## config.mk

```make
export PLATFORM = sky130hd
export DESIGN_NAME = qch_queue
export DESIGN_NICKNAME = d
export VERILOG_FILES = /design/src/hdl/qch_pkg.sv /design/src/hdl/qch_queue.sv
export SDC_FILE = /design/constraint.sdc
export NUM_CORES = 1
export LEC_CHECK = 0
export BUFFER_PORTS_ARGS = -buffer_cell sky130_fd_sc_hd__buf_4
export CAP_MARGIN = 10
export CORE_MARGIN = 10
export CORE_UTILIZATION = 52
export CTS_CLUSTER_DIAMETER = 150
export DETAILED_ROUTE_END_ITERATION = 8
export PLACE_DENSITY = 0.79
export SKIP_LAST_GASP = 1
export SLEW_MARGIN = 15
export SYNTH_ARGS = -nofsm -noshare
export SYNTH_HDL_FRONTEND = slang
export SYNTH_SLANG_ARGS = --single-unit
```

## constraint.sdc

```tcl
create_clock -name clk -period 3.4 [get_ports clk]
set_clock_uncertainty 0.15 [all_clocks]
set_input_delay 0.34 -clock clk [delete_from_list [all_inputs] [get_ports clk]]
set_output_delay 0.34 -clock clk [all_outputs]
set_load 0.005 [all_outputs]
```

## src/hdl/qch_pkg.sv

```systemverilog
`default_nettype none

package qch_pkg;

  localparam int TABLE_ENTRIES = 2048;
  localparam int COUNT_BITS    = 18;
  localparam int IDX_W         = $clog2(TABLE_ENTRIES);
  localparam int USED_W        = IDX_W + 1;
  localparam int COLOR_W       = 32;
  localparam int KIND_W        = 2;
  localparam int STEP_W        = 8;
  localparam int NUM_W         = 10;
  localparam int REM_W         = 9;
  localparam int CNT_W         = 4;
  localparam int PADDR_W       = 3;

  localparam logic [STEP_W-1:0]     QSTEP_RESET = 8'd24;
  localparam logic [COUNT_BITS-1:0] COUNT_MAX   = {COUNT_BITS{1'b1}};
  localparam logic [CNT_W-1:0]      DIV_LAST    = 4'd9;
  localparam logic [USED_W-1:0]     USED_FULL   = USED_W'(TABLE_ENTRIES);

  localparam logic [KIND_W-1:0] KIND_PIXEL = 2'd0;
  localparam logic [KIND_W-1:0] KIND_READ  = 2'd1;
  localparam logic [KIND_W-1:0] KIND_CLEAR = 2'd2;

  localparam logic [0:0] REG_QUANT_STEP = 1'b0;

  typedef struct packed {
    logic [KIND_W-1:0]  kind;
    logic [COLOR_W-1:0] color;
    logic [IDX_W-1:0]   read_index;
  } req_t;

  typedef struct packed {
    logic [IDX_W-1:0]      entry_index;
    logic                  is_new;
    logic                  dropped;
    logic [COLOR_W-1:0]    entry_color;
    logic [COUNT_BITS-1:0] entry_count;
    logic                  entry_valid;
    logic [USED_W-1:0]     entries_used;
    logic [COUNT_BITS-1:0] total_pixels;
  } res_t;

  typedef enum logic [1:0] {
    F_IDLE,
    F_DIV,
    F_MUL,
    F_PUSH
  } front_state_t;

  typedef enum logic [1:0] {
    B_IDLE,
    B_SCAN,
    B_READ
  } back_state_t;

  function automatic logic [COUNT_BITS-1:0] sat_inc(input logic [COUNT_BITS-1:0] v);
    sat_inc = (v == COUNT_MAX) ? COUNT_MAX : v + 1'b1;
  endfunction

endpackage

`default_nettype wire

```

## src/hdl/qch_queue.sv

```systemverilog
`default_nettype none

module qch_queue (
  input  wire logic          clk,
  input  wire logic          rst,
  input  wire logic          push_valid,
  output logic               push_ready,
  input  wire qch_pkg::req_t push_data,
  output logic               pop_valid,
  input  wire logic          pop_ready,
  output qch_pkg::req_t      pop_data
);

  qch_pkg::req_t slots [2];
  logic          wr_ptr, rd_ptr;
  logic [1:0]    fill;
  logic          do_push, do_pop;

  assign push_ready = (fill != 2'd2);
  assign pop_valid  = (fill != 2'd0);
  assign pop_data   = slots[rd_ptr];
  assign do_push    = push_valid && push_ready;
  assign do_pop     = pop_valid && pop_ready;

  always_ff @(posedge clk) begin
    if (rst) begin
      wr_ptr <= 1'b0;
      rd_ptr <= 1'b0;
      fill   <= 2'd0;
    end else begin
      if (do_push) wr_ptr <= ~wr_ptr;
      if (do_pop)  rd_ptr <= ~rd_ptr;
      fill <= fill + {1'b0, do_push} - {1'b0, do_pop};
    end
    if (do_push) slots[wr_ptr] <= push_data;
  end

endmodule

`default_nettype wire

```

==> implementation parameters, run 1 <==
Parameter                              Value

Outcome
  Status    completed

Clock tree
  Root Buffer Master    sky130_fd_sc_hd__clkbuf_8
  Sink Count    95
  Clock edge transition at the registers on the reported setup and hold paths    90 ps
  CTS tree    yes
  Htree depth    3
  Clock latency on the worst-skew pair    roughly 340 ps
  Count of cells resized by post-cts repair    0
  Maximum count of clock buffers along a single path    2
  Clock buffers created by TritonCTS    9

Global route
  Largest net degree at the start of global routing    between 40 and 50
  Number of antenna violations at the first check in global routing    0
  Via count of the first global-routing pass    1958
  Grt total ovfl    0
  GRT Overall Usage    0.1259
  Global-route wire length before repair    10560 um

STA
  Hold Vio Cnt, Final    0
  F_max    407.6 MHz
  Worst slew margin relative to its limit    0.5319
  RSZ-0062 raised after global routing    no
  Transition time of the tightest slew-check pin    roughly 700 ps
  Slew Viols, Final    0
  Total negative slack    0 ps
  Total of endpoints with negative setup slack in the final report    0
  Min Tclk post-route    2453 ps
  Final cycle utilization of the critical path    0.7216
  Minimum hold slack    22.92 ps

Critical path
  Nature of the critical path endpoint    output port
  Flop-to-flop setup slack    around 1500 ps
  Maximum net fanout on the critical path    23
  CP required    2910 ps
  Critical path type    reg -> out
  Worst reg2reg startpoint    fill[0]
  Arrival time at the worst endpoint    ~2000 ps
  Capture point of the worst reg-to-reg path    slots[0][4]
  Launching element type of the critical path    register
  Depth of the worst register-to-register path    4

Power
  Power, Total    roughly 3200 uW
  Switching Share    0.2514
  Power per standard cell area    662.1 nW/um2
  Leakage dissipation    0.001882 uW
  Sequential cell fraction of total power    0.494
  P_sw    between 700 and 800 uW
  Cell Int Power    2365 uW
  Relative contribution of combinational cells to total power    0.282
  Peak supply drop    474.6 uV
  Clock share of power    0.224

Floorplanning
  Boundary pin count    96
  Initial core utilization    0.5392
  Standard cell core area    6832 um2
  Total die area    ~11000 um2
  Width of the die    between 100 and 150 um
  Die extent in y    104.2 um
  # rows    30

Worst hold path
  Startpoint of the tightest hold check path    push_data[12]
  HP Class    in -> reg
  Hold endpoint    slots[0][12]
  WHS Path Cells    1

Cells and area
  Area of combinational cells with multiple inputs    between 700 and 800 um2
  Filler cell count in the final layout    ~470
  Post-synthesis to final-layout area growth    29.55%
  Count of inserted antenna diode cells    0
  Commonest non-fill, non-tap cell in the layout    sky130_fd_sc_hd__buf_4
  Highest-count cells in the layout ignoring fill and taps    sky130_fd_sc_hd__buf_4 (100), sky130_fd_sc_hd__edfxtp_1 (90), sky130_fd_sc_hd__mux2_4 (40)
  Share of final-layout standard cells stronger than drive strength 1    0.5839
  Register cell area after layout    2804 um2
  Finished layout cell area    ~4800 um2
  Net count reported at finish    332

Synth
  Cells after synthesis    164
  Post-synthesis instance area    between 3000 and 4000 um2
  Number of warning messages in the yosys log    0
  Mean instance size in the synthesized netlist    22.46 um2
  Distinct cell type count after synthesis    17
  Proportion of synthesized chip area in sequential cells    0.7609
  Register bit count reported by yosys    95
  Synth Net Count    215

Drt
  Vias    1812
  Number of search-and-repair iterations in the first detailed-routing pass    4
  Initial detailed-routing violation count    87
  Post-detailed-routing wire length    6887 um
  Routed wire per std cell    roughly 18 um
  Number of vias per cell    roughly 4.7
  Number of nets with antenna violations after routing    0
  Post-route DRC violation count    0

Place
  HPWL reported at the end of detailed placement    just under 5000 um
  Gpl congestion    0.7221
  IO Port Bufs    95
  Cell Area, Placed    4473 um2

Job
  Maximum capacitance violations    0
-- logic make-up after synthesis --
group / share of synthesized area
AOI/OAI and AO/OA: 0.002039
buffers and inverters: 0.02581
xor gates and xnor gates: 0.007134
muxes: 0.1814
and+or+nand+nor: 0.01597
adders and majority gates: 0.006792
DFF: 0.7609
-- layer usage --
metal / up-vias / global-route usage / wire, um
met5: - / 0 / 0
met2: 56 / 0.2108 / 3672
met1: 870 / 0.1436 / 2830
met4: 0 / 0.07256 / 146
met3: 14 / 0.03036 / 237
li1: 872 / - / -
-- Yosys cell counts --
cell type / n / area share
sky130_fd_sc_hd__edfxtp_1: 90 / 0.73
sky130_fd_sc_hd__mux2_4: 40 / 0.16
sky130_fd_sc_hd__mux2_2: 6 / 0.018
sky130_fd_sc_hd__dfxtp_1: 5 / 0.027
sky130_fd_sc_hd__nor2_1: 5 / 0.0051
sky130_fd_sc_hd__buf_12: 4 / 0.022
sky130_fd_sc_hd__ha_1: 2 / 0.0068
sky130_fd_sc_hd__nor2b_1: 2 / 0.0034
sky130_fd_sc_hd__xnor2_1: 2 / 0.0048
sky130_fd_sc_hd__and3_1: 1 / 0.0017
sky130_fd_sc_hd__buf_6: 1 / 0.0031
sky130_fd_sc_hd__inv_1: 1 / 0.0010
sky130_fd_sc_hd__nand2_2: 1 / 0.0017
sky130_fd_sc_hd__nand2b_2: 1 / 0.0024
sky130_fd_sc_hd__o21a_1: 1 / 0.0020
sky130_fd_sc_hd__or2_2: 1 / 0.0017
sky130_fd_sc_hd__xor2_1: 1 / 0.0024
-- worst max-delay path by stage --
stage	to	depth (start not counted)
finish	pop_data[23]	3
global route	pop_data[35]	3
CTS	pop_data[15]	3
detailed placement	pop_data[15]	3
global placement	pop_data[23]	3
floorplan	slots[0][0]	3
-- per-stage QoR --
step | setup WS, ps | cells | util
global route | 830.9 | 382 | 0.6985
floorplan | 346.3 | 164 | -
global placement | 1296 | 355 | 0.6548
finish | 946.6 | 382 | 0.6985
CTS | 902.2 | 371 | 0.6824
detailed placement | 1283 | 355 | 0.6548
-- power by group through the flow --
stage | Combinational, uW | Clock (uW) | Sequential, uW
floorplan | 592 | 0 | 1540
global placement | 891 | 0 | 1580
detailed placement | 903 | 0 | 1590
CTS | 905 | 728 | 1560
global route | 964 | 776 | 1580
finish | 891 | 706 | 1560
-- timing repair --
item	in CTS	in global routing
endpoints found under the setup margin	0	0
setup buffers	0	0
endpoints found under the hold margin	0	20
hold buffers	0	11
-- cell type report --
class / instances / share of cell area
flip-flops and latches: 95 / 0.5876
repair buffers: 111 / 0.1804
multi-input cells: 63 / 0.1665
clock buffers: 10 / 0.02674
well taps: 96 / 0.02517
clock inverters: 6 / 0.01285
inverters: 1 / 0.0007866
-- worst max-delay path, stage by stage, from the launching register on --
cell	delay, ps
sky130_fd_sc_hd__dfxtp_2	790
sky130_fd_sc_hd__buf_4	360
sky130_fd_sc_hd__mux2_4	330
sky130_fd_sc_hd__buf_4	140
-- sequential cells by signal, indices dropped and copies added, names as in the netlist, named ones only --
name,count
rd_ptr,1
wr_ptr,1
fill,2
slots,90
Power figures use the tool's default switching activity.
==> run 2, diff against run 1 <==
--- a/config.mk
+++ b/config.mk
@@ -5,13 +5,14 @@
 export SDC_FILE = /design/constraint.sdc
 export NUM_CORES = 1
 export LEC_CHECK = 0
+export ABC_AREA = 1
 export BUFFER_PORTS_ARGS = -buffer_cell sky130_fd_sc_hd__buf_4
 export CAP_MARGIN = 10
 export CORE_MARGIN = 10
-export CORE_UTILIZATION = 52
+export CORE_UTILIZATION = 47
 export CTS_CLUSTER_DIAMETER = 150
 export DETAILED_ROUTE_END_ITERATION = 8
-export PLACE_DENSITY = 0.79
+export PLACE_DENSITY = 0.75
 export SKIP_LAST_GASP = 1
 export SLEW_MARGIN = 15
 export SYNTH_ARGS = -nofsm -noshare
==> constraint.sdc (replaced) <==
create_clock -name clk -period 2.1 [get_ports clk]
set_clock_uncertainty 0.15 [all_clocks]
set_input_delay 0.21 -clock clk [delete_from_list [all_inputs] [get_ports clk]]
set_output_delay 0.21 -clock clk [all_outputs]
set_load 0.005 [all_outputs]
==> implementation parameters, run 2 <==
Parameter                              Value

Synth
  Proportion of synthesized chip area in sequential cells    0.7586
  Synth async-reset ratio    0
  Yosys top cell area share    0.7315
  Most used DFF post-synth    sky130_fd_sc_hd__edfxtp_1
  Post-synthesis instance area    ~3700 um2
  Mean instance size in the synthesized netlist    roughly 21 um2
  Number of warning messages in the yosys log    0
  Number of synthesized flops with an enable pin    90
  Register bit count reported by yosys    95
  Distinct cell type count after synthesis    12
  Cell type with the largest total area after synthesis    sky130_fd_sc_hd__edfxtp_1
  Most common library cells after synthesis    sky130_fd_sc_hd__edfxtp_1 (90), sky130_fd_sc_hd__mux2_4 (40), sky130_fd_sc_hd__nor2_1 (9)
  Cell with the most instances after synthesis    sky130_fd_sc_hd__edfxtp_1
  Cell types occupying the most area after synthesis    sky130_fd_sc_hd__edfxtp_1 (73%), sky130_fd_sc_hd__mux2_4 (16%), sky130_fd_sc_hd__dfxtp_1 (2.7%)
  Synth Net Count    228
  Cells after synthesis    177

STA
  Total of endpoints with negative setup slack in the final report    0
  Minimum hold slack    around 25 ps
  Slew Viols, Final    0
  Min Tclk post-route    1974 ps
  Worst slew margin relative to its limit    0.7558
  Final cycle utilization of the critical path    0.9401
  F_max    roughly 500 MHz
  Transition time of the tightest slew-check pin    between 300 and 400 ps
  Total negative slack    0 ps
  Hold Vio Cnt, Final    0
  RSZ-0062 raised after global routing    no

Floorplanning
  Total die area    ~12000 um2
  Standard cell core area    7687 um2
  Die extent in y    108.7 um
  Boundary pin count    96
  # rows    32
  Initial core utilization    0.4806
  Width of the die    108.7 um

Clock tree
  Htree depth    3
  Clock latency on the worst-skew pair    340 ps
  Sink Count    95
  Clock buffers created by TritonCTS    9
  CTS tree    yes
  Clock edge transition at the registers on the reported setup and hold paths    70 ps
  Count of cells resized by post-cts repair    0
  Post-CTS setup buffer count    0
  Maximum count of clock buffers along a single path    2
  Number of hold buffers added after CTS    47
  Root Buffer Master    sky130_fd_sc_hd__clkbuf_8

Drt
  Vias    around 2000
  Post-route DRC violation count    0
  Number of search-and-repair iterations in the first detailed-routing pass    6
  Number of nets with antenna violations after routing    0
  Post-detailed-routing wire length    7225 um
  Number of vias per cell    around 4.7
  Routed wire per std cell    16.46 um
  Initial detailed-routing violation count    between 50 and 60

Critical path
  Top Family by Delay on Critical Path    flip-flops
  Count of buffering cells on the critical path with inverters included    2
  Ordered cell list for the critical path    buf_12 -> mux2_2 -> buf_4
  Launching element type of the critical path    register
  Worst path depth    3
  Delay of the slowest cell on the worst path    570 ps
  Nature of the critical path endpoint    output port
  Maximum net fanout on the critical path    17
  Critical path type    reg -> out
  Arrival time at the worst endpoint    1610 ps
  CP required    1740 ps
  Depth of the worst register-to-register path    10
  Worst reg2reg startpoint    fill[0]
  Max stage delay cell, worst path    sky130_fd_sc_hd__dfxtp_4

Global route
  Grt total ovfl    0
  GRT Overall Usage    0.1247
  Largest net degree at the start of global routing    19
  Via count of the first global-routing pass    2344
  Global-route wire length before repair    11360 um
  Number of antenna violations at the first check in global routing    0

Cells and area
  Final cell count without fillers    439
  Largest register FFs    90
  Count of inserted antenna diode cells    0
  Highest-count cells in the layout ignoring fill and taps    sky130_fd_sc_hd__buf_4 (96), sky130_fd_sc_hd__edfxtp_1 (90), sky130_fd_sc_hd__dlygate4sd3_1 (47)
  Commonest non-fill, non-tap cell in the layout    sky130_fd_sc_hd__buf_4
  Utilization after layout    0.6810
  Largest registers in the final layout    slots: 90 flops, fill: 2 flops
  Register cell area after layout    2806 um2
  Post-synthesis to final-layout area growth    41.69%
  Net count reported at finish    approximately 380
  Filler cell count in the final layout    between 500 and 600
  Area of combinational cells with multiple inputs    778.2 um2
  Share of final-layout standard cells stronger than drive strength 1    0.4807
  Top reg by flops    slots

Worst hold path
  Startpoint of the tightest hold check path    pop_ready
  WHS Path Cells    4
  HP Class    in -> reg

Power
  Power per standard cell area    1001 nW/um2
  Leakage dissipation    0.002086 uW
  Peak supply drop    759.9 uV

Place
  HPWL reported at the end of detailed placement    4931 um
  Placed Cells    376
  Gpl congestion    0.6496
  IO Port Bufs    95

Job
  Maximum capacitance violations    0

Outcome
  Status    completed
-- run 2: changes by cell type after synthesis, sizes merged, moves of 2 or more --
cell	previous run	this run
xnor2	2	0
nor2b	2	0
nand2	1	8
a21oi	0	2
inv	1	8
nor2	5	9
nand3	0	3
-- run 2: layout make-up --
| type | instances | area share |
|---|---|---|
| Tap cell | 102 | 0.02438 |
| Inverter | 8 | 0.005736 |
| Timing Repair Buffer | 149 | 0.2505 |
| Clock inverter | 4 | 0.008843 |
| Multi-Input combinational cell | 69 | 0.1487 |
| Sequential cell | 95 | 0.5361 |
| Clock buffer | 12 | 0.02581 |
-- run 2: per-stage QoR --
step	instance area [um2]	power [uW]	worst slack (ps)
after floorplan	3702	3433	62.98
after global placement	4583	4087	483.6
after detailed placement	4583	4135	389.3
after CTS	5235	5319	92.71
after global routing	5235	5507	64.43
final	5235	5242	125.7
-- run 2: final timing paths --
kind              slack [ps]            to
hold / removal            20      register
hold reg to reg          370        rd_ptr
setup / recovery         130  pop_data[44]
setup reg to reg         380       fill[1]
-- run 2: logic make-up (layout without fill, tap and decap cells) --
kind of cell | count (synthesis) | in the layout | share of synthesized area
DFF | 95 | 95 | 0.7586
and+or+nand+nor | 20 | 20 | 0.02133
buffers and inverters | 13 | 173 | 0.03285
adders and majority gates | 2 | 2 | 0.006772
muxes | 45 | 45 | 0.1778
AOI/OAI and AO/OA | 2 | 2 | 0.002709
-- run 2: metal layers --
metal | wire length [um] | part of all wire | global-route usage
met2 | 4081 | 0.56 | 0.2358
met5 | 0 | 0 | 0
met3 | 501 | 0.069 | 0.04366
met4 | 106 | 0.015 | 0.05367
met1 | 2536 | 0.35 | 0.1191
-- run 2: worst min-delay path: cells and delay by family --
family | cells | cell delay (ps)
and+or+nand+nor | 3 | 190
buffers and inverters | 1 | 90
-- run 2: power breakdown --
group / switching [uW] / leakage, uW / internal, uW
registers: 133 / 0.000882 / 2400
logic: 612 / 0.00112 / 985
clock network: 569 / 0.0000880 / 546
total: 1310 / 0.00209 / 3930
