## config.mk

```make
export PLATFORM = sky130hd
export DESIGN_NAME = qch_front_flat
export DESIGN_NICKNAME = d
export VERILOG_FILES = /design/src/hdl/qch_pkg.sv /design/src/hdl/qch_in_if.sv /design/src/hdl/qch_front.sv /design/src/flat_wrapper.sv
export SDC_FILE = /design/constraint.sdc
export NUM_CORES = 1
export LEC_CHECK = 0
export BUFFER_PORTS_ARGS = -buffer_cell sky130_fd_sc_hd__buf_2
export CORE_MARGIN = 4
export CORE_UTILIZATION = 65
export DETAILED_ROUTE_END_ITERATION = 8
export PLACE_DENSITY = 0.86
export SYNTH_ARGS = -nofsm -noshare
export SYNTH_HDL_FRONTEND = slang
export SYNTH_SLANG_ARGS = --single-unit
```

## constraint.sdc

```tcl
create_clock -name clk -period 7.55 [get_ports clk]
set_input_delay 0.3775 -clock clk [delete_from_list [all_inputs] [get_ports clk]]
set_output_delay 0.3775 -clock clk [all_outputs]
set_load 0.005 [all_outputs]
```

## src/hdl/qch_pkg.sv

```systemverilog
`default_nettype none

package qch_pkg;

  localparam int TABLE_ENTRIES = 2048;
  localparam int COUNT_BITS    = 18;
  localparam int IDX_W         = $clog2(TABLE_ENTRIES);
  localparam int USED_W        = IDX_W + 1;
  localparam int COLOR_W       = 32;
  localparam int KIND_W        = 2;
  localparam int STEP_W        = 8;
  localparam int NUM_W         = 10;
  localparam int REM_W         = 9;
  localparam int CNT_W         = 4;
  localparam int PADDR_W       = 3;

  localparam logic [STEP_W-1:0]     QSTEP_RESET = 8'd24;
  localparam logic [COUNT_BITS-1:0] COUNT_MAX   = {COUNT_BITS{1'b1}};
  localparam logic [CNT_W-1:0]      DIV_LAST    = 4'd9;
  localparam logic [USED_W-1:0]     USED_FULL   = USED_W'(TABLE_ENTRIES);

  localparam logic [KIND_W-1:0] KIND_PIXEL = 2'd0;
  localparam logic [KIND_W-1:0] KIND_READ  = 2'd1;
  localparam logic [KIND_W-1:0] KIND_CLEAR = 2'd2;

  localparam logic [0:0] REG_QUANT_STEP = 1'b0;

  typedef struct packed {
    logic [KIND_W-1:0]  kind;
    logic [COLOR_W-1:0] color;
    logic [IDX_W-1:0]   read_index;
  } req_t;

  typedef struct packed {
    logic [IDX_W-1:0]      entry_index;
    logic                  is_new;
    logic                  dropped;
    logic [COLOR_W-1:0]    entry_color;
    logic [COUNT_BITS-1:0] entry_count;
    logic                  entry_valid;
    logic [USED_W-1:0]     entries_used;
    logic [COUNT_BITS-1:0] total_pixels;
  } res_t;

  typedef enum logic [1:0] {
    F_IDLE,
    F_DIV,
    F_MUL,
    F_PUSH
  } front_state_t;

  typedef enum logic [1:0] {
    B_IDLE,
    B_SCAN,
    B_READ
  } back_state_t;

  function automatic logic [COUNT_BITS-1:0] sat_inc(input logic [COUNT_BITS-1:0] v);
    sat_inc = (v == COUNT_MAX) ? COUNT_MAX : v + 1'b1;
  endfunction

endpackage

`default_nettype wire

```

## src/hdl/qch_in_if.sv

```systemverilog
`default_nettype none

interface qch_in_if;
  logic                         valid;
  logic                         ready;
  logic [qch_pkg::KIND_W-1:0]   kind;
  logic [qch_pkg::COLOR_W-1:0]  pixel_argb;
  logic [qch_pkg::IDX_W-1:0]    read_index;

  modport source (output valid, kind, pixel_argb, read_index, input ready);
  modport sink   (input valid, kind, pixel_argb, read_index, output ready);
endinterface

`default_nettype wire

```

## src/hdl/qch_front.sv

```systemverilog
`default_nettype none

module qch_front (
  input  wire logic                        clk,
  input  wire logic                        rst,
  input  wire logic [qch_pkg::STEP_W-1:0]  quant_step,
  qch_in_if.sink                           in_ch,
  output logic                             push_valid,
  input  wire logic                        push_ready,
  output qch_pkg::req_t                    push_data
);

  qch_pkg::front_state_t state, state_next;
  qch_pkg::req_t         req, req_next;
  logic [qch_pkg::REM_W-1:0] rem [3];
  logic [qch_pkg::REM_W-1:0] rem_next [3];
  logic [qch_pkg::NUM_W-1:0] num [3];
  logic [qch_pkg::NUM_W-1:0] num_next [3];
  logic [qch_pkg::CNT_W-1:0] cnt, cnt_next;

  logic [qch_pkg::REM_W-1:0] dvs;
  logic                      quantize;
  logic [qch_pkg::NUM_W-1:0] trial [3];
  logic [17:0]               prod [3];
  logic [7:0]                qch [3];
  logic [7:0]                chan_in [3];

  assign dvs      = {quant_step, 1'b0};
  assign quantize = (quant_step > 8'd1);
  assign chan_in[0] = in_ch.pixel_argb[7:0];
  assign chan_in[1] = in_ch.pixel_argb[15:8];
  assign chan_in[2] = in_ch.pixel_argb[23:16];

  always_ff @(posedge clk) begin
    if (rst) begin
      state <= qch_pkg::F_IDLE;
      cnt   <= '0;
    end else begin
      state <= state_next;
      cnt   <= cnt_next;
    end
    req <= req_next;
    for (int i = 0; i < 3; i++) begin
      rem[i] <= rem_next[i];
      num[i] <= num_next[i];
    end
  end

  always_comb begin
    state_next  = state;
    req_next    = req;
    cnt_next    = cnt;
    in_ch.ready = 1'b0;
    push_valid  = 1'b0;
    push_data   = req;
    for (int i = 0; i < 3; i++) begin
      rem_next[i] = rem[i];
      num_next[i] = num[i];
      trial[i]    = {rem[i], num[i][qch_pkg::NUM_W-1]};
      prod[i]     = 18'(num[i]) * 18'(quant_step);
      qch[i]      = (prod[i] > 18'd255) ? 8'hFF : prod[i][7:0];
    end

    unique case (state)
      qch_pkg::F_IDLE: begin
        in_ch.ready = 1'b1;
        if (in_ch.valid) begin
          req_next.kind       = in_ch.kind;
          req_next.color      = in_ch.pixel_argb;
          req_next.read_index = in_ch.read_index;
          case (in_ch.kind)
            qch_pkg::KIND_PIXEL: begin
              if (quantize) begin
                for (int i = 0; i < 3; i++) begin
                  rem_next[i] = '0;
                  num_next[i] = {1'b0, chan_in[i], 1'b0} + {2'b00, quant_step} - 10'd2;
                end
                cnt_next   = '0;
                state_next = qch_pkg::F_DIV;
              end else begin
                state_next = qch_pkg::F_PUSH;
              end
            end
            qch_pkg::KIND_READ, qch_pkg::KIND_CLEAR: state_next = qch_pkg::F_PUSH;
            default: state_next = qch_pkg::F_IDLE;
          endcase
        end
      end
      qch_pkg::F_DIV: begin
        // Restoring division, one quotient bit per channel each cycle.
        for (int i = 0; i < 3; i++) begin
          if (trial[i] >= {1'b0, dvs}) begin
            rem_next[i] = qch_pkg::REM_W'(trial[i] - {1'b0, dvs});
            num_next[i] = {num[i][qch_pkg::NUM_W-2:0], 1'b1};
          end else begin
            rem_next[i] = trial[i][qch_pkg::REM_W-1:0];
            num_next[i] = {num[i][qch_pkg::NUM_W-2:0], 1'b0};
          end
        end
        cnt_next = cnt + 1'b1;
        if (cnt == qch_pkg::DIV_LAST) state_next = qch_pkg::F_MUL;
      end
      qch_pkg::F_MUL: begin
        req_next.color = {8'hFF, qch[2], qch[1], qch[0]};
        state_next     = qch_pkg::F_PUSH;
      end
      qch_pkg::F_PUSH: begin
        push_valid = 1'b1;
        if (push_ready) state_next = qch_pkg::F_IDLE;
      end
      default: state_next = qch_pkg::F_IDLE;
    endcase
  end

endmodule

`default_nettype wire

```

## src/flat_wrapper.sv

```systemverilog
// flat-port wrapper written by rule: the top's interface ports become plain ports
module qch_front_flat 
  (clk, rst, quant_step, push_valid, push_ready, push_data, in_ch_valid, in_ch_kind, in_ch_pixel_argb, in_ch_read_index, in_ch_ready);
  qch_in_if in_ch_i ();
  input  wire logic clk;
  input  wire logic rst;
  input  wire logic [qch_pkg::STEP_W-1:0] quant_step;
  output logic push_valid;
  input  wire logic push_ready;
  output qch_pkg::req_t push_data;
  input wire logic [$bits(in_ch_i.valid)-1:0] in_ch_valid;
  input wire logic [$bits(in_ch_i.kind)-1:0] in_ch_kind;
  input wire logic [$bits(in_ch_i.pixel_argb)-1:0] in_ch_pixel_argb;
  input wire logic [$bits(in_ch_i.read_index)-1:0] in_ch_read_index;
  output wire logic [$bits(in_ch_i.ready)-1:0] in_ch_ready;
  assign in_ch_i.valid = in_ch_valid;
  assign in_ch_i.kind = in_ch_kind;
  assign in_ch_i.pixel_argb = in_ch_pixel_argb;
  assign in_ch_i.read_index = in_ch_read_index;
  assign in_ch_ready = in_ch_i.ready;
  qch_front u_core (.clk(clk), .rst(rst), .quant_step(quant_step), .in_ch(in_ch_i), .push_valid(push_valid), .push_ready(push_ready), .push_data(push_data));
endmodule
```

==> impl_metrics.py, run 1 <==
metrics = {
    "floorplan": {
        "start_util_pct": 65.91,
        "core_mm2": 0.02257,
        "die_width_um": 159.3,
        "dieArea_mm2": 0.02537,
        "num_rows": 55,
        "ios": 104,
        "die_y_um": 159.3,
    },
    "synthesis": {
        "yosysTopAreaCell": "edfxtp_1",
        "syn_area_per_cell_um2": 9.276,
        "yosys-top-cells-count": "257 x inv_1, 213 x and2_1, 188 x ha_1",
        "synth.area.top_cells": "edfxtp_1 21%, fa_1 20%, ha_1 16%",
        "synth_area_mm2": 0.01488,
        "async_flop_share_pct": 0,
        "syn-num-nets": 1999,
        "synth_seq_area_share_pct": 21.39,
        "ys_types": 73,
        "yosysMostFrequentCell": "inv_1",
        "synth-main-ff-cell": "edfxtp_1",
        "yosys.area.top_type_share_pct": 20.59,
        "synth-seq-cells": 108,
        "synth_edf_count": 102,
        "yosys_warnings": 0,
        "syn_inst": 1604,
    },
    "placed_design": {
        "gp_congestion": 0.8641,
        "io_buffers": 103,
        "hpwlAfterDp_um": 26510,
    },
    "clocking": {
        "post_cts_resized": 0,
        "post_cts_buffers": 0,
        "ctsHoldBuffers": 0,
        "cts.htree.levels": 3,
        "path_clk_slew_ns": 0.08,
        "cts_buffer_depth": 2,
        "clockRootBuffer": "clkbuf_16",
        "clock_latency_ns": 0.36,
        "numClockSinks": 108,
        "cts_made_buffers": 9,
        "cts_tree": "yes",
    },
    "timing": {
        "tightest_slew_ns": 1.229,
        "maxSlewHeadroom_pct": 17.76,
        "setup_viol_count_final": 0,
        "fmax_ghz": 0.1774,
        "hold_viol_final": 0,
        "post-route-period-util_pct": 74.67,
        "grt_setup_unrepaired": "false",
        "finClkSkew_ns": 0.008032,
        "min_period_ns": 5.637,
        "fin_tns_setup_ns": 0,
        "slew_viol_final": 0,
        "hold_slack_ns": 0.1876,
    },
    "run_status": {
        "status": "finished clean",
    },
    "critical_path": {
        "crit_fanout": 9,
        "crit_type": "reg2reg",
        "worst_ep_required_time_ns": 7.61,
        "critPathLaunchType": "flip-flop",
        "cp-end-kind": "flip-flop",
        "r2r-start": "u_core.num[0][13]",
        "arrival_ns": 5.70,
        "crit_path_start": "u_core.num[0][13]",
    },
    "final_layout": {
        "multi_input_area_mm2": 0.01054,
        "antenna_cells": 0,
        "final-seq-area_mm2": 0.003183,
        "nFillCells": 1650,
        "num-nets-final": 2071,
        "layout-drive-gt1-share_pct": 9.221,
        "area_delta_synth_final_pct": 7.047,
    },
    "grt": {
        "grt_usage_pct": 27.54,
        "grt_start_max_net_pins": 54,
        "antenna_found_initial": 0,
        "grt_pass1_vias": 12100,
        "grt_first_pass_wirelength_um": 57760,
        "gr-total-overflow": 0,
    },
    "drt": {
        "ant_nets": 0,
        "drtIter0Drc": 788,
        "remaining_drc_errors": 0,
        "post_drt_wl_per_cell_um": 17.80,
        "vias": 11830,
        "first_pass_iters": 7,
        "routed_wirelength_um": 35000,
        "viasPerCell": 6.019,
    },
    "power": {
        "sw_frac_of_total_pct": 51.43,
        "cell_internal_pwr_mw": 3.439,
        "power_frac_comb_pct": 78.2,
        "p_leak_nw": 7.649,
        "seqPwrFrac_pct": 14.4,
        "ir_drop_v": 0.0004054,
        "p_sw_mw": 3.641,
        "p_clk_share_pct": 7.4,
        "powerDensity_mw_per_mm2": 444.6,
    },
    "worst_hold_path": {
        "min_from": "in_ch_read_index[7]",
        "hp-class": "in2reg",
    },
    "job": {
        "drv_cap": 0,
    },
}
-- path summary, 6_finish.rpt --
check	end	slack, ns	depth (start not counted)
setup / recovery	u_core.push_data[25]	1.91	15
hold reg to reg	u_core.cnt[2]	0.55	2
hold / removal	u_core.push_data[7]	0.19	1
setup reg to reg	u_core.push_data[25]	1.91	15
-- critical path: stages (launching register included) --
cell and delay, ns:
edfxtp_1 0.53, and2_1 0.24, fa_1 0.51, fa_1 0.52, fa_1 0.56, inv_1 0.06, fa_1 0.53, inv_1 0.04
ha_1 0.36, a21oi_1 0.35, o21ai_1 0.11, a221oi_1 0.28, nor4bb_1 0.28, o2111ai_1 0.18, a211oi_2 0.55, a41oi_1 0.22
-- final cells by class --
class,count,area share (%)
multi-input combinational,1191,66.20
timing repair buffer,108,3.472
clock inverter,7,0.6128
sequential,108,19.99
inverter,258,6.081
tap,285,2.239
clock buffer,9,1.414
-- layer usage --
metal / global-route usage, % / routed length [µm] / share of wire (%)
met5: 0 / 0 / 0
met4: 7.101 / 755 / 2.2
met3: 5.333 / 2520 / 7.2
met2: 46.91 / 17140 / 49
met1: 36.51 / 14590 / 42
-- layout by cell type (no fill, tap or decap), types with 6 or more instances in the layout --
cell	count
and3_1	6
ha_1	187
a31oi_1	8
nor2_1	55
o21bai_1	12
clkbuf_16	9
a21boi_0	6
or3b_1	6
nor3_1	25
buf_2	103
o21ai_0	44
a21o_1	21
edfxtp_1	102
o21a_1	12
a21oi_1	105
a21oi_2	13
o21ai_1	11
fa_1	150
or3_1	10
xor2_1	12
xnor2_1	28
nor4_1	9
a41oi_1	8
nand2b_1	10
a211oi_1	17
nand2_1	108
dfxtp_1	6
and2_1	213
nand3_1	17
inv_1	256
nor2b_1	12
nand4_1	11
-- per-stage QoR --
| step | instances | worst slack (ns) | utilization (%) | power (mW) | instance area [µm²] |
|---|---|---|---|---|---|
| after floorplan | 1604 | 2.435 | - | 5.301 | 14880 |
| after global placement | 1950 | 1.962 | 69.13 | 6.325 | 15600 |
| after detailed placement | 1950 | 1.785 | 69.13 | 6.477 | 15600 |
| after CTS | 1966 | 2.010 | 70.56 | 7.047 | 15930 |
| after global routing | 1966 | 1.576 | 70.56 | 7.846 | 15930 |
| final | 1966 | 1.913 | 70.56 | 7.080 | 15930 |
-- kinds of logic after synthesis --
logic type,synth area share (%)
flip-flops,21.39
adder cells (fa/ha/maj),35.99
XOR/XNOR,2.355
AO/OA/AOI/OAI,13.51
AND/OR/NAND/NOR,18.27
buffers and inverters,7.762
multiplexers,0.7232
-- flip-flops by register name, indices dropped and copies added, names as in the netlist --
name              cells
u_core.cnt            4
u_core.push_data     45
u_core.num           30
u_core.state          2
u_core.rem           27
-- power by group through the flow --
stage          registers (mW)  logic [mW]  clock network [mW]
3_5_place_dp             1.02        5.46                   0
6_report                 1.02        5.54               0.527
2_1_floorplan           0.984        4.32                   0
4_1_cts                  1.01        5.51               0.526
5_1_grt                  1.03        6.26               0.553
3_3_place_gp             1.02        5.31                   0
(Power assumes the default switching activity.)
==> run 2, diff against run 1 <==
--- a/config.mk
+++ b/config.mk
@@ -7,9 +7,9 @@
 export LEC_CHECK = 0
 export BUFFER_PORTS_ARGS = -buffer_cell sky130_fd_sc_hd__buf_2
 export CORE_MARGIN = 4
-export CORE_UTILIZATION = 65
+export CORE_UTILIZATION = 57
 export DETAILED_ROUTE_END_ITERATION = 8
-export PLACE_DENSITY = 0.86
+export PLACE_DENSITY = 0.8
 export SYNTH_ARGS = -nofsm -noshare
 export SYNTH_HDL_FRONTEND = slang
 export SYNTH_SLANG_ARGS = --single-unit
==> constraint.sdc (replaced) <==
create_clock -name clk -period 4.71 [get_ports clk]
set_input_delay 0.2355 -clock clk [delete_from_list [all_inputs] [get_ports clk]]
set_output_delay 0.2355 -clock clk [all_outputs]
set_load 0.005 [all_outputs]
==> run 2 against run 1 <==
  * Final area is 13% higher
  * Maximum frequency rose by 13%
  * Sequential share of layout area is 2.2 points lower
  * The flow now finishes with violations (setup timing)
  * Final cell count up 11%
  * Highest routed layer unchanged
  * Non-clock buffer count up 172
  * Setup slack lost 2.2 ns
==> impl_metrics.py, run 2 (synthesis results as in run 1) <==
metrics = {
    "clocking": {
        "clockRootBuffer": "clkbuf_16",
        "cts.htree.levels": 3,
        "cts_tree": "yes",
        "numClockSinks": 108,
        "cts_buffer_depth": 2,
        "clock_latency_ns": 0.36,
        "ctsHoldBuffers": 0,
        "cts_made_buffers": 9,
        "path_clk_slew_ns": 0.07,
    },
    "drt": {
        "vias": 12370,
        "ant_nets": 0,
        "drtIter0Drc": 1102,
        "viasPerCell": 5.667,
        "remaining_drc_errors": 0,
        "first_pass_iters": 6,
        "post_drt_wl_per_cell_um": 17.54,
        "routed_wirelength_um": 38290,
    },
    "grt": {
        "grt_start_max_net_pins": 58,
        "grt_pass1_vias": 12640,
        "gr-total-overflow": 0,
        "grt_usage_pct": 26.14,
        "grt_first_pass_wirelength_um": 61280,
        "antenna_found_initial": 0,
    },
    "final_layout": {
        "num-nets-final": 2243,
        "final_common_cell": "inv_1",
        "fin_util_pct": 70.58,
        "antenna_cells": 0,
        "largest_register_ffs": 45,
        "nFillCells": 1824,
        "area_delta_synth_final_pct": 20.49,
        "final-seq-area_mm2": 0.003183,
        "design_area_mm2": 0.01793,
        "multi_input_area_mm2": 0.01117,
        "final_cell_mix": "243 x inv_1, 171 x and2_1, 168 x ha_1, 164 x buf_4, 149 x fa_1",
        "layout-drive-gt1-share_pct": 24.07,
        "finalNonFillerCells": 2183,
    },
    "floorplan": {
        "die_y_um": 169.6,
        "dieArea_mm2": 0.02875,
        "die_width_um": 169.6,
        "start_util_pct": 58.58,
        "num_rows": 58,
        "core_mm2": 0.02540,
        "ios": 104,
    },
    "timing": {
        "setup_viol_count_final": 24,
        "post-route-period-util_pct": 106.3,
        "slew_viol_final": 0,
        "min_period_ns": 5.006,
        "finClkSkew_ns": 0.006538,
        "tightest_slew_ns": 0.7586,
        "hold_viol_final": 0,
        "setup_slack_ns": -0.2960,
        "fmax_ghz": 0.1998,
        "grt_setup_unrepaired": "true",
        "maxSlewHeadroom_pct": 49.43,
    },
    "placed_design": {
        "placed_cell_area_mm2": 0.01700,
        "hpwlAfterDp_um": 29420,
        "io_buffers": 103,
        "placed_cells": 2140,
        "gp_congestion": 0.9185,
    },
    "critical_path": {
        "crit_fanout": 8,
        "cp_slowest_cell": "fa_1",
        "critical-path-top-cell-by-count": "fa_1",
        "r2r_cells": 16,
        "path_cells": "and2_4 -> fa_1 -> fa_1 -> fa_1 -> inv_1 -> fa_1 -> inv_2 -> ha_4 -> nand4_1 -> a21oi_2 -> o41ai_4 -> nand2_2 -> or3_4 -> a2111oi_4 -> buf_6 -> a21oi_2",
        "critPathLaunchType": "flip-flop",
        "worst_ep_required_time_ns": 4.81,
        "crit_type": "reg2reg",
        "arrival_ns": 5.11,
        "max_stage_delay_ns": 0.55,
        "cp-end-kind": "flip-flop",
    },
    "run_status": {
        "status": "finished with violations",
        "violations": "setup timing",
    },
    "job": {
        "drv_cap": 0,
    },
    "worst_hold_path": {
        "hp-class": "in2reg",
        "whs_path_depth": 1,
    },
}
run 2: cell types whose count changed in the layout (fill, tap and decap cells not counted), sizes merged:
cell	before	now
buf	108	280
bufinv	2	0
clkinvlp	0	2
clkbuf	9	10
inv	259	258
run 2: per-layer routing:
layer | vias up | track usage (%) | routed length, µm
met3 | 77 | 4.449 | 2549
met5 | - | 0 | 0
met1 | 5993 | 34.23 | 15900
li1 | 5877 | - | -
met2 | 424 | 45.13 | 18840
met4 | 0 | 7.175 | 996
run 2: repair_timing:
item | CTS | global route
buffers inserted | 16 | 12
gates resized for setup | 37 | 70
setup endpoints to repair | 24 | 24
pin swaps | 47 | 78
run 2: worst paths after layout:
| kind | startpoint | endpoint | slack, ns |
|---|---|---|---|
| min reg2reg | u_core.cnt[2] | u_core.cnt[2] | 0.53 |
| max | u_core.num[0][23] | u_core.push_data[27] | -0.30 |
| min | in_ch_read_index[2] | u_core.push_data[2] | 0.05 |
| max reg2reg | u_core.num[0][23] | u_core.push_data[27] | -0.30 |
run 2: worst max-delay path, delay by kind of cell (launching register included):
family                     cells  cell delay, ns
AOI/OAI and AO/OA              4            0.83
adders and majority gates      5            2.33
buffers and inverters          3            0.30
DFF                            1            0.51
and+or+nand+nor                4            0.76
run 2: final cells by class:
cell class              instances  area share (%)
clock buffers                  10           1.277
clock inverters                 6          0.2234
inverters                     258           5.402
multi-input cells            1191           62.33
flip-flops and latches        108           17.76
well taps                     330           2.303
repair buffers                280           10.71
run 2: stage by stage:
stage	worst slack [ns]	setup TNS (ns)	hold WS (ns)
final	-0.2960	-6.515	0.04987
after global routing	-0.4621	-9.996	0.04200
after CTS	-0.2842	-5.553	0.03980
after detailed placement	-0.3734	-7.916	0.4147
after global placement	-0.3244	-6.493	0.4134
after floorplan	-0.1656	-2.079	0.3046
Power of run 2 is not shown: default switching activity piles up to over one toggle a cycle in this logic, so the estimate is an artifact.
